===== src/hw/rtl/scv_pkg.sv =====
// Types and fixed constants of the sample covariance and variance block.
package scv_pkg;

  localparam int unsigned BESSEL_W  = 16;
  localparam int unsigned COV_W     = 56;
  localparam int unsigned VAR_W     = 55;
  localparam int unsigned COUNT_W   = 17;
  localparam int unsigned STATUS_W  = 2;

  // Result tdata layout, lowest bit first.
  localparam int unsigned COV_LSB   = 0;
  localparam int unsigned VAR_A_LSB = COV_LSB + COV_W;
  localparam int unsigned VAR_B_LSB = VAR_A_LSB + VAR_W;
  localparam int unsigned COUNT_LSB = VAR_B_LSB + VAR_W;
  localparam int unsigned RES_BITS  = COUNT_LSB + COUNT_W;
  localparam int unsigned M_TDATA_W = ((RES_BITS + 7) / 8) * 8;

  typedef enum logic [STATUS_W-1:0] {
    STATUS_OK       = 2'd0,
    STATUS_NO_DIV   = 2'd1,
    STATUS_OVERFLOW = 2'd2
  } status_e;

  typedef enum logic [1:0] {
    SEL_COV,
    SEL_VAR_A,
    SEL_VAR_B
  } stat_sel_e;

  typedef enum logic [3:0] {
    ST_IDLE,
    ST_MUL_AB,
    ST_MUL_AA,
    ST_MUL_BB,
    ST_CHECK,
    ST_DEN,
    ST_PROD_N,
    ST_PROD_S,
    ST_ABS,
    ST_DIV,
    ST_STORE,
    ST_EMIT
  } scv_state_e;

endpackage


===== src/hw/rtl/sample_covariance_variance.sv =====
// Streaming covariance and variance of paired samples over a data set.
//
// Input stream: tdata carries sample_a and sample_b, tlast marks the final
// pair of a data set. While the count is below MAX_COUNT, each request is
// accepted and its samples added in ST_IDLE, then ST_MUL_AB, ST_MUL_AA and
// ST_MUL_BB form the products a*b, a*a and b*b through one shared
// SAMPLE_BITS x SAMPLE_BITS multiplier. tready is high only while idle.
// After the last pair a sequencer drives one shared NUM_W-bit add/subtract
// unit: shift-add multiplies for N*(N-d), N*Sxy and Sx*Sy, then a restoring
// divide one quotient bit per cycle. An error result skips these steps.
// Output stream: tdata carries covariance, variance_a, variance_b and
// pair_count; tuser carries the status. The result sits in an output
// register, so new pairs are taken while it waits; a finished result of the
// next data set holds until that register is free. Accumulators clear as a
// result leaves for the output register.
// Reset clears all sums and the count and sets bessel_subtrahend to 1.
// The configuration write lands at any clock edge with cfg_wr_en_i high.
module sample_covariance_variance
  import scv_pkg::*;
#(
  parameter int unsigned SAMPLE_BITS = 16,
  parameter int unsigned MAX_COUNT   = 65536,
  parameter int unsigned FRAC_BITS   = 8,
  localparam int unsigned S_TDATA_W  = ((2 * SAMPLE_BITS + 7) / 8) * 8
) (
  input  logic                 clk_i,
  input  logic                 rst_ni,
  input  logic                 cfg_wr_en_i,
  input  logic [BESSEL_W-1:0]  cfg_wr_data_i,   // bessel_subtrahend
  input  logic                 s_axis_tvalid_i,
  output logic                 s_axis_tready_o,
  input  logic [S_TDATA_W-1:0] s_axis_tdata_i,  // sample_a, sample_b
  input  logic                 s_axis_tlast_i,  // last_pair
  output logic                 m_axis_tvalid_o,
  input  logic                 m_axis_tready_i,
  output logic [M_TDATA_W-1:0] m_axis_tdata_o,  // covariance, variance_a, variance_b, pair_count
  output logic [STATUS_W-1:0]  m_axis_tuser_o   // status
);

  localparam int unsigned CNT_W  = $clog2(MAX_COUNT + 1);
  localparam int unsigned SUM_W  = SAMPLE_BITS + CNT_W;
  localparam int unsigned PROD_W = 2 * SAMPLE_BITS;
  localparam int unsigned SQ_W   = PROD_W + CNT_W - 1;
  localparam int unsigned NUM_W  = 2 * SUM_W;
  localparam int unsigned DEN_W  = 2 * CNT_W;
  localparam int unsigned MAG_W  = NUM_W + FRAC_BITS;
  localparam int unsigned STEP_W = $clog2(MAG_W);
  localparam int unsigned CMP_W  = (BESSEL_W > CNT_W) ? BESSEL_W : CNT_W;
  localparam int unsigned EXT_W  = (MAG_W > COV_W + 1) ? MAG_W : COV_W + 1;
  localparam logic [EXT_W-1:0] POS_LIM = (EXT_W'(1) << VAR_W) - EXT_W'(1);
  localparam logic [EXT_W-1:0] NEG_LIM = EXT_W'(1) << VAR_W;

  scv_state_e state_q, state_d;
  stat_sel_e  sel_q, sel_nxt, setup_sel;
  status_e    res_status_q, out_status_q;

  logic [BESSEL_W-1:0]           bessel_q;
  logic [CNT_W-1:0]              cnt_q;
  logic                          ovf_q;
  logic                          last_q;
  logic signed [SAMPLE_BITS-1:0] a_q, b_q, in_a, in_b, mul_x, mul_y;
  logic signed [PROD_W-1:0]      prod;
  logic signed [SUM_W-1:0]       sum_a_q, sum_b_q, sx_cur, sy_cur;
  logic signed [SQ_W-1:0]        sum_ab_q, sum_aa_q, sum_bb_q, sxy_setup;

  logic [STEP_W-1:0] step_q;
  logic [DEN_W-1:0]  den_q, rem_q;
  logic [DEN_W:0]    rem_sh;
  logic [NUM_W-1:0]  num_q, mcand_q;
  logic [SUM_W-1:0]  mplier_q;
  logic [MAG_W-1:0]  mag_q;
  logic              neg_q;

  logic [NUM_W-1:0] alu_a, alu_b, alu_res;
  logic             alu_sub;

  logic             in_acc, at_max, step_done, bessel_ge, out_free, take;
  logic [CNT_W-1:0] n_minus_bs;

  logic [EXT_W-1:0] q_ext, pos_sat, neg_mag, neg_val;
  logic [COV_W-1:0] cov_sat;
  logic [VAR_W-1:0] var_sat;

  logic [COV_W-1:0]   res_cov_q, out_cov_q;
  logic [VAR_W-1:0]   res_va_q, res_vb_q, out_va_q, out_vb_q;
  logic [COUNT_W-1:0] out_cnt_q;
  logic               m_valid_q;

  assign in_a       = s_axis_tdata_i[SAMPLE_BITS-1:0];
  assign in_b       = s_axis_tdata_i[2*SAMPLE_BITS-1:SAMPLE_BITS];
  assign in_acc     = s_axis_tvalid_i && s_axis_tready_o;
  assign at_max     = (cnt_q == CNT_W'(MAX_COUNT));
  assign step_done  = (step_q == '0);
  assign bessel_ge  = (CMP_W'(bessel_q) >= CMP_W'(cnt_q));
  assign n_minus_bs = CNT_W'(CMP_W'(cnt_q) - CMP_W'(bessel_q));
  assign out_free   = !m_valid_q || m_axis_tready_i;

  // Shared units: one small multiplier for the per-pair products and one
  // wide adder for every multiply step and divide step of the final pass.
  assign prod    = PROD_W'(mul_x) * PROD_W'(mul_y);
  assign alu_res = alu_a + (alu_b ^ {NUM_W{alu_sub}}) + NUM_W'(alu_sub);

  assign rem_sh = {rem_q, mag_q[MAG_W-1]};
  assign take   = !alu_res[NUM_W-1];

  always_comb begin
    sel_nxt = SEL_COV;
    case (sel_q)
      SEL_COV:   sel_nxt = SEL_VAR_A;
      SEL_VAR_A: sel_nxt = SEL_VAR_B;
      default:   sel_nxt = SEL_COV;
    endcase
  end

  assign setup_sel = (state_q == ST_STORE) ? sel_nxt : sel_q;

  always_comb begin
    sx_cur = sum_a_q;
    sy_cur = sum_b_q;
    case (sel_q)
      SEL_COV:   begin sx_cur = sum_a_q; sy_cur = sum_b_q; end
      SEL_VAR_A: begin sx_cur = sum_a_q; sy_cur = sum_a_q; end
      SEL_VAR_B: begin sx_cur = sum_b_q; sy_cur = sum_b_q; end
      default:   ;
    endcase
  end

  always_comb begin
    sxy_setup = sum_ab_q;
    case (setup_sel)
      SEL_COV:   sxy_setup = sum_ab_q;
      SEL_VAR_A: sxy_setup = sum_aa_q;
      SEL_VAR_B: sxy_setup = sum_bb_q;
      default:   ;
    endcase
  end

  // Clamp the quotient magnitude to the output ranges.
  assign q_ext   = EXT_W'(mag_q);
  assign pos_sat = (q_ext > POS_LIM) ? POS_LIM : q_ext;
  assign neg_mag = (q_ext > NEG_LIM) ? NEG_LIM : q_ext;
  assign neg_val = '0 - neg_mag;
  assign cov_sat = neg_q ? neg_val[COV_W-1:0] : pos_sat[COV_W-1:0];
  assign var_sat = neg_q ? '0 : pos_sat[VAR_W-1:0];

  // Next state.
  always_comb begin
    state_d = state_q;
    case (state_q)
      ST_IDLE: begin
        if (in_acc) begin
          if (at_max) begin
            state_d = s_axis_tlast_i ? ST_CHECK : ST_IDLE;
          end else begin
            state_d = ST_MUL_AB;
          end
        end
      end
      ST_MUL_AB: state_d = ST_MUL_AA;
      ST_MUL_AA: state_d = ST_MUL_BB;
      ST_MUL_BB: state_d = last_q ? ST_CHECK : ST_IDLE;
      ST_CHECK:  state_d = (ovf_q || bessel_ge) ? ST_EMIT : ST_DEN;
      ST_DEN: begin
        if (step_done) state_d = ST_PROD_N;
      end
      ST_PROD_N: begin
        if (step_done) state_d = ST_PROD_S;
      end
      ST_PROD_S: begin
        if (step_done) state_d = ST_ABS;
      end
      ST_ABS: state_d = ST_DIV;
      ST_DIV: begin
        if (step_done) state_d = ST_STORE;
      end
      ST_STORE: state_d = (sel_q == SEL_VAR_B) ? ST_EMIT : ST_PROD_N;
      ST_EMIT: begin
        if (out_free) state_d = ST_IDLE;
      end
      default: state_d = ST_IDLE;
    endcase
  end

  // Unit operand selection and handshake.
  always_comb begin
    s_axis_tready_o = 1'b0;
    mul_x           = a_q;
    mul_y           = b_q;
    alu_a           = num_q;
    alu_b           = '0;
    alu_sub         = 1'b0;
    case (state_q)
      ST_IDLE:   s_axis_tready_o = 1'b1;
      ST_MUL_AA: begin mul_x = a_q; mul_y = a_q; end
      ST_MUL_BB: begin mul_x = b_q; mul_y = b_q; end
      ST_DEN, ST_PROD_N: alu_b = mplier_q[0] ? mcand_q : '0;
      ST_PROD_S: begin
        // sign bit of the multiplier weighs negative: add there, subtract elsewhere
        alu_b   = mplier_q[0] ? mcand_q : '0;
        alu_sub = !step_done;
      end
      ST_ABS: begin
        alu_a   = '0;
        alu_b   = num_q;
        alu_sub = 1'b1;
      end
      ST_DIV: begin
        alu_a   = NUM_W'(rem_sh);
        alu_b   = NUM_W'(den_q);
        alu_sub = 1'b1;
      end
      default: ;
    endcase
  end

  // Control state, configuration and accumulators.
  always_ff @(posedge clk_i or negedge rst_ni) begin
    if (!rst_ni) begin
      state_q   <= ST_IDLE;
      bessel_q  <= BESSEL_W'(1);
      cnt_q     <= '0;
      ovf_q     <= 1'b0;
      sum_a_q   <= '0;
      sum_b_q   <= '0;
      sum_ab_q  <= '0;
      sum_aa_q  <= '0;
      sum_bb_q  <= '0;
      m_valid_q <= 1'b0;
    end else begin
      state_q <= state_d;
      if (cfg_wr_en_i) bessel_q <= cfg_wr_data_i;
      if ((state_q == ST_EMIT) && out_free) begin
        m_valid_q <= 1'b1;
      end else if (m_axis_tready_i) begin
        m_valid_q <= 1'b0;
      end
      case (state_q)
        ST_IDLE: begin
          if (in_acc) begin
            if (at_max) begin
              ovf_q <= 1'b1;
            end else begin
              cnt_q   <= cnt_q + CNT_W'(1);
              sum_a_q <= sum_a_q + SUM_W'(in_a);
              sum_b_q <= sum_b_q + SUM_W'(in_b);
            end
          end
        end
        ST_MUL_AB: sum_ab_q <= sum_ab_q + SQ_W'(prod);
        ST_MUL_AA: sum_aa_q <= sum_aa_q + SQ_W'(prod);
        ST_MUL_BB: sum_bb_q <= sum_bb_q + SQ_W'(prod);
        ST_EMIT: begin
          if (out_free) begin
            cnt_q     <= '0;
            ovf_q     <= 1'b0;
            sum_a_q   <= '0;
            sum_b_q   <= '0;
            sum_ab_q  <= '0;
            sum_aa_q  <= '0;
            sum_bb_q  <= '0;
          end
        end
        default: ;
      endcase
    end
  end

  // Working registers of the final pass and the output register.
  always_ff @(posedge clk_i) begin
    case (state_q)
      ST_IDLE: begin
        if (in_acc) begin
          a_q    <= in_a;
          b_q    <= in_b;
          last_q <= s_axis_tlast_i;
        end
      end
      ST_CHECK: begin
        res_cov_q <= '0;
        res_va_q  <= '0;
        res_vb_q  <= '0;
        if (ovf_q) begin
          res_status_q <= STATUS_OVERFLOW;
        end else if (bessel_ge) begin
          res_status_q <= STATUS_NO_DIV;
        end else begin
          res_status_q <= STATUS_OK;
        end
        sel_q    <= SEL_COV;
        num_q    <= '0;
        mcand_q  <= NUM_W'(n_minus_bs);
        mplier_q <= SUM_W'(cnt_q);
        step_q   <= STEP_W'(CNT_W - 1);
      end
      ST_DEN: begin
        if (step_done) begin
          den_q    <= alu_res[DEN_W-1:0];
          num_q    <= '0;
          mcand_q  <= NUM_W'(sxy_setup);
          mplier_q <= SUM_W'(cnt_q);
          step_q   <= STEP_W'(CNT_W - 1);
        end else begin
          num_q    <= alu_res;
          mcand_q  <= mcand_q << 1;
          mplier_q <= mplier_q >> 1;
          step_q   <= step_q - STEP_W'(1);
        end
      end
      ST_PROD_N: begin
        num_q <= alu_res;
        if (step_done) begin
          mcand_q  <= NUM_W'(sy_cur);
          mplier_q <= sx_cur;
          step_q   <= STEP_W'(SUM_W - 1);
        end else begin
          mcand_q  <= mcand_q << 1;
          mplier_q <= mplier_q >> 1;
          step_q   <= step_q - STEP_W'(1);
        end
      end
      ST_PROD_S: begin
        num_q    <= alu_res;
        mcand_q  <= mcand_q << 1;
        mplier_q <= mplier_q >> 1;
        step_q   <= step_q - STEP_W'(1);
      end
      ST_ABS: begin
        neg_q  <= num_q[NUM_W-1];
        mag_q  <= MAG_W'(num_q[NUM_W-1] ? alu_res : num_q) << FRAC_BITS;
        rem_q  <= '0;
        step_q <= STEP_W'(MAG_W - 1);
      end
      ST_DIV: begin
        // restoring divide: keep the difference when it does not go negative
        rem_q  <= take ? alu_res[DEN_W-1:0] : rem_sh[DEN_W-1:0];
        mag_q  <= {mag_q[MAG_W-2:0], take};
        step_q <= step_q - STEP_W'(1);
      end
      ST_STORE: begin
        case (sel_q)
          SEL_COV:   res_cov_q <= cov_sat;
          SEL_VAR_A: res_va_q  <= var_sat;
          SEL_VAR_B: res_vb_q  <= var_sat;
          default:   ;
        endcase
        sel_q    <= sel_nxt;
        num_q    <= '0;
        mcand_q  <= NUM_W'(sxy_setup);
        mplier_q <= SUM_W'(cnt_q);
        step_q   <= STEP_W'(CNT_W - 1);
      end
      ST_EMIT: begin
        if (out_free) begin
          out_cov_q    <= res_cov_q;
          out_va_q     <= res_va_q;
          out_vb_q     <= res_vb_q;
          out_cnt_q    <= COUNT_W'(cnt_q);
          out_status_q <= res_status_q;
        end
      end
      default: ;
    endcase
  end

  assign m_axis_tvalid_o = m_valid_q;
  assign m_axis_tdata_o  = M_TDATA_W'({out_cnt_q, out_vb_q, out_va_q, out_cov_q});
  assign m_axis_tuser_o  = out_status_q;

endmodule


===== config.mk =====
export PLATFORM = sky130hd
export DESIGN_NAME = sample_covariance_variance
export DESIGN_NICKNAME = d
export VERILOG_FILES = /design/src/hw/rtl/scv_pkg.sv /design/src/hw/rtl/sample_covariance_variance.sv
export SDC_FILE = /design/constraint.sdc
export NUM_CORES = 2
export LEC_CHECK = 0
export BUFFER_PORTS_ARGS = -buffer_cell sky130_fd_sc_hd__buf_2
export CAP_MARGIN = 20
export CORE_MARGIN = 4
export CORE_UTILIZATION = 40
export DETAILED_ROUTE_END_ITERATION = 10
export PLACE_DENSITY_LB_ADDON = 0.12
export RECOVER_POWER = 100
export SYNTH_ARGS = -nofsm -noshare
export SYNTH_HDL_FRONTEND = slang
export SYNTH_SLANG_ARGS = --single-unit

===== constraint.sdc =====
create_clock -name clk_i -period 29.1 [get_ports clk_i]
set_input_delay 0 -clock clk_i [delete_from_list [all_inputs] [get_ports clk_i]]
set_output_delay 0 -clock clk_i [all_outputs]
set_load 0.01 [all_outputs]

Yosys cells after proc, flatten, opt, wreduce, memory -nomap -nowiden:

Cells that the tools add are included.

* $add $sub $neg: 11
* eq/ne operators: 27
* bitwise operators: 1
* multipliers: 1
* multiplexer cells: 72
* reduce and logical (&&, ||, !) cells: 38
* order comparisons: 3

Operators by type and width (count)
* $pmux 66 s3: 2
* $pmux 48 s2: 4
* $mux 66: 5
* $pmux 66 s5: 1
* $mux 33: 8
* $mux 56: 4
* $pmux 55 s2: 2
* $mux 55: 3
* $pmux 74 s2: 1
* $add 48x32->48: 3
* $pmux 33 s2: 2
* $pmux 33 s4: 1
* $pmux 66 s2: 1
* $pmux 56 s2: 1
* $gt 74x55->1 const B: 1
* $gt 74x56->1 const B: 1
* $pmux 34 s2: 1
* $add 33x16->33: 2
* $add 66x1->66: 1
* $add 66x66->66: 1
* $xor 66x66->66: 1
* $sub 1x56->56 const A: 1
* $mux 17: 3
* $mux 48: 1
* 42 further kinds: 102

* word-level logic and storage cells: 184
* bits of input ports: 54
* flip-flop bits (word level): 952
* output and inout port bits: 188

Longest topological paths before layout:

* word-level depth: 8
* gate-level depth with buffers: 46
* depth with buffers taken out: 43

Least setup slack after synthesis:

Ideal clock, no wire load.

* path type: reg2reg
* start point: register state_q[0]
* end point: register sum_bb_q[47]
* buffers on the path: 4
* slack: 18.087 ns
* setup time: 0.133 ns
* stages on the path, launching flop included: 42
* clock period less this slack: 11.013 ns
* required time: 28.967 ns
* data arrival time: 10.880 ns
* cells stage by stage: dfrtp_1 clkbuf_1 inv_1 nand2_1 nor2_1 clkbuf_1 clkbuf_1 nand2_1 nand2_1 nand2_1 fa_1 inv_1 fa_1 fa_1 fa_1 fa_1 inv_1 fa_1 [... 6 more ...] o21ai_0 nand2b_1 xnor2_1 inv_1 ha_1 clkbuf_1 a21o_1 a21o_1 a21o_1 a21o_1 a21o_1 a21oi_1 inv_1 a2111o_1 o22ai_1 xnor2_1 o211ai_1 o31ai_1

* word-level cells in the longest chain between the ends: 5
* elaborated cells between the ends (all ways): 11
* those cells by class: add/sub: 1; mul: 1; eq/ne: 4; mux: 3; reduce/logical: 2

RTL lines
* from (decl): RTL line sample_covariance_variance.sv:53 `scv_state_e state_q, state_d;`
* from (signal assigned): RTL line sample_covariance_variance.sv:230 `state_q <= state_d;`
* $eq 4x2->1 (on tied branches): RTL line sample_covariance_variance.sv:192, sample_covariance_variance.sv:237
* $mux 16: RTL line sample_covariance_variance.sv:192 `case (state_q)`
* $mul 16x16->32: RTL line sample_covariance_variance.sv:100 `assign prod = PROD_W'(mul_x) * PROD_W'(mul_y);`
* $add 48x32->48: RTL line sample_covariance_variance.sv:251 `ST_MUL_BB: sum_bb_q <= sum_bb_q + SQ_W'(prod);`
* $pmux 48 s2: RTL line sample_covariance_variance.sv:237 `case (state_q)`
* to (signal assigned): RTL line sample_covariance_variance.sv:251
* to (decl): RTL line sample_covariance_variance.sv:64 `logic signed [SQ_W-1:0] sum_ab_q, sum_aa_q, sum_bb_q, sxy_setup;`

Parallel ways exist; a longest one is shown, timed or not.
A chain may end at the register's enable or synchronous reset.

Worst setup path after layout:

* start point: register state_q[1]
* end point: register sum_ab_q[47]

* word-level cells in the longest chain between the ends: 5
* elaborated cells between the ends (all ways): 12
* those cells by class: add/sub: 1; mul: 1; eq/ne: 5; mux: 3; reduce/logical: 2

RTL lines
* $eq 4x2->1: RTL line sample_covariance_variance.sv:192
* $mux 16: RTL line sample_covariance_variance.sv:192
* $mul 16x16->32: RTL line sample_covariance_variance.sv:100
* $add 48x32->48: RTL line sample_covariance_variance.sv:249 `ST_MUL_AB: sum_ab_q <= sum_ab_q + SQ_W'(prod);`
* $pmux 48 s2: RTL line sample_covariance_variance.sv:237
* to (signal assigned): RTL line sample_covariance_variance.sv:249
* to (decl): RTL line sample_covariance_variance.sv:64

Parallel ways exist; a longest one is shown, timed or not.

==> flow_metrics.py <==
metrics = {
    "route": {
        "vias": 50280,
        "drtAntennaViolNets": 0,
        "wl_per_cell_um": 22.8,
        "routed_wl_um": 207000,
        "drt_pass1_iterations": 9,
        "vias_per_cell": 5.54,
        "drt_iter0_markers": 3680,
        "drc": 0,
    },
    "final_layout": {
        "register_area_sq_um": 27300,
        "stdcell_area_sq_um": 73400,
        "layout_common_cells": "703 x edfxtp_1, 639 x nand2_1, 483 x o21ai_0",
        "final_cells": 9070,
        "area_growth_pct": 12.4,
        "final_core_util": 0.452,
        "final_nets": 7497,
        "final_layout_size_suffix_gt1_frac": 0.0482,
        "multi_input_area_sq_um": 35200,
        "fill_cells": 15689,
        "final_common_cell": "edfxtp_1",
    },
    "yosys": {
        "netlist_instances": 6563,
        "yosys_warnings": 0,
        "syn_nets": 7265,
        "synth-edff-count": 703,
        "ys_ff_latch": 952,
        "syn_area_sq_um": 65300,
        "syn_area_per_cell_sq_um": 9.95,
        "ys_async_sr_fraction": 0.262,
        "synth_ff_type": "edfxtp_1",
        "yosysUniqueCellTypes": 89,
        "seq_area_frac_synth": 0.419,
    },
    "grt": {
        "grt_max_degree": 153,
        "grt.total_usage": 0.239,
        "grt_pass1_wl_um": 313000,
        "antenna_found_initial": 4,
        "grt-ovfl-total": 0,
        "grt_pass1_vias": 49776,
    },
    "clocking": {
        "numCtsBuffers": 112,
        "path_clk_slew_ns": 0.06,
        "clockBufferDepth": 3,
        "insertion_delay_ns": 0.74,
        "cts_tree": "built",
        "clock-sinks": 952,
        "htree_levels": 3,
        "cts-root-buf": "clkbuf_16",
    },
    "setup_path": {
        "critical_path_required_ns": 29.72,
        "reg2reg_setup_slack_ns": 14.89,
        "critPathLaunch": "state_q[1]$_DFFE_PN0P_",
        "worst_setup_path_start_kind": "register",
        "crit_fanout": 33,
        "crit_type": "reg2reg",
        "r2r_start": "state_q[1]$_DFFE_PN0P_",
        "cp_slowest_stage_delay_ns": 1.05,
        "crit_top_cell": "fa_1",
        "end_kind": "register",
        "critPathSlowestCell": "nand2_1",
        "cp.arrival_ns": 14.83,
    },
    "placement": {
        "postPlaceCellArea_sq_um": 68900,
        "gp_congestion": 0.909,
        "placed_cells": 8746,
        "place_hpwl_um": 153000,
        "io_buffer_count": 240,
    },
    "timing": {
        "slew_viol_final": 1886,
        "tightest_slew_ns": 8.00,
        "rsz0062_at_grt": "false",
        "setup_viol": 0,
        "fmax_ghz": 0.0704,
        "hold_violations": 0,
        "post-route-period-util": 0.488,
        "relSlewSlack": -4.33,
        "fin_crit_ns": 14.21,
        "final.setup_skew_ns": 0.0351,
        "timing.setup.tns_ns": 0,
    },
    "floorplan": {
        "fp.coreArea_sq_um": 163000,
        "die_w_um": 412,
        "rows": 148,
        "dieArea_sq_um": 170000,
        "start_util": 0.402,
        "die_h_um": 412,
        "io_pins": 242,
    },
    "min_path": {
        "min_path_type": "in2reg",
        "min_from": "s_axis_tdata_i[1]",
    },
    "outcome": {
        "status": "finished, violations left",
        "violations": "max-capacitance violations, max-slew violations",
    },
    "job": {
        "maxCapViolCount": 37,
    },
    "pwr": {
        "p_leak_nw": 29.5,
        "irDropWorstVdd_uv": 49.1,
        "power_density_nw_per_um2": 41.1,
    },
}
## Yosys cell counts (12+ instances only)
master	number	area, sq um
a221o_1	31	310
a211oi_1	31	233
xnor2_1	236	2070
and4_1	14	123
buf_1	33	124
o221ai_1	21	184
a21oi_1	458	2290
or3_1	28	175
nand2_1	641	2410
fa_1	269	5390
ha_1	379	4740
mux2i_1	129	1290
edfxtp_1	703	21100
and3_1	56	350
nand4_1	31	194
nand3_1	260	1300
and2_1	57	357
o31ai_1	35	263
a21boi_0	12	90.1
inv_1	437	1640
nor2_1	477	1790
a22oi_1	80	601
nor3_1	73	365
or2_2	25	156
a31oi_1	57	357
a21o_1	195	1460
o21a_1	106	796
a221oi_1	12	105
a211o_1	12	105
a22o_1	39	342
a222oi_1	34	340
o21bai_1	89	668
o211ai_1	20	150
dfrtp_1	248	6210
xor2_1	157	1380
nand2b_1	63	394
nor4_1	20	125
o22ai_1	19	119
clkbuf_1	278	1040
o21ai_0	482	2410
nor2b_1	74	463
## worst max-delay path, delay by kind of cell (launching register included)
kind            cells  cell delay (ns)
xor+xnor            2             0.88
compound gates     12             3.45
buf+inv             6             2.37
mux                 1             0.45
simple gates        6             2.01
flops               1             0.79
fa+ha+maj           8             4.07
## cell type report
cell class,count,area share
clock inverter,83,0.0146
tap,2175,0.0371
timing repair buffer,439,0.0351
clock buffer,129,0.0393
antenna,2,0.0000682
inverter,438,0.0224
sequential,952,0.372
multi-input combinational,4852,0.479
## worst paths after layout
kind                                       endpoint  cells past startpoint
max                        sum_ab_q[47]$_DFFE_PN0P_                     35
min                                a_q[1]$_DFFE_PP_                      2
max reg2reg                sum_ab_q[47]$_DFFE_PN0P_                     35
min reg2reg                  out_va_q[25]$_DFFE_PP_                      0
max in group asynchronous  sum_aa_q[29]$_DFFE_PN0P_                      5
min in group asynchronous   bessel_q[0]$_DFFE_PN1P_                      3
## stage by stage
step / setup slack, ns / hold slack, ns / total power, W
2_1_floorplan: 18.09 / -0.296 / 0.00150
3_3_place_gp: 16.32 / 0.0793 / 0.00153
3_5_place_dp: 16.30 / 0.0796 / 0.00153
4_1_cts: 16.25 / 0.00152 / 0.00305
5_1_grt: 13.91 / 0.122 / 0.00312
6_report: 14.89 / 0.139 / 0.00302
## cell families after synthesis
group,count (synthesis),synth area share
compound gates,1820,0.178
buf+inv,759,0.0439
fa+ha+maj,648,0.155
other cells,1,0.0000574
mux,130,0.0199
flops,952,0.419
xor+xnor,393,0.0527
simple gates,1860,0.132
## metal layers
metal | vias to the layer above | GRT usage | share of wire
met5 | - | 0 | 0.000087
met4 | 2 | 0.0684 | 0.029
met3 | 251 | 0.0234 | 0.045
met2 | 1281 | 0.406 | 0.48
met1 | 24736 | 0.325 | 0.44
li1 | 24010 | - | -
## where the power goes
group | internal, W | switching, W
Sequential | 0.00145 | 0.000000691
Combinational | 0.0000256 | 0.0000374
Clock | 0.000890 | 0.000618
## sequential cells by signal, indices dropped and copies added (netlist names), 7 cells and up
name	count
cnt_q	17
out_va_q	55
sum_a_q	33
b_q	16
mcand_q	66
step_q	7
den_q	34
mag_q	74
res_va_q	55
out_cnt_q	17
out_vb_q	55
res_cov_q	56
mplier_q	33
sum_bb_q	48
a_q	16
sum_aa_q	48
bessel_q	16
res_vb_q	55
num_q	66
rem_q	34
sum_b_q	33
sum_ab_q	48
out_cov_q	56
## timing repair
item                                   4_1_cts  5_1_grt
endpoints found under the hold margin      158        0
gates resized for setup                      0        0
setup buffers                                0        0
hold buffers                               109        0
No activity file was read; power rests on OpenSTA's default activity.
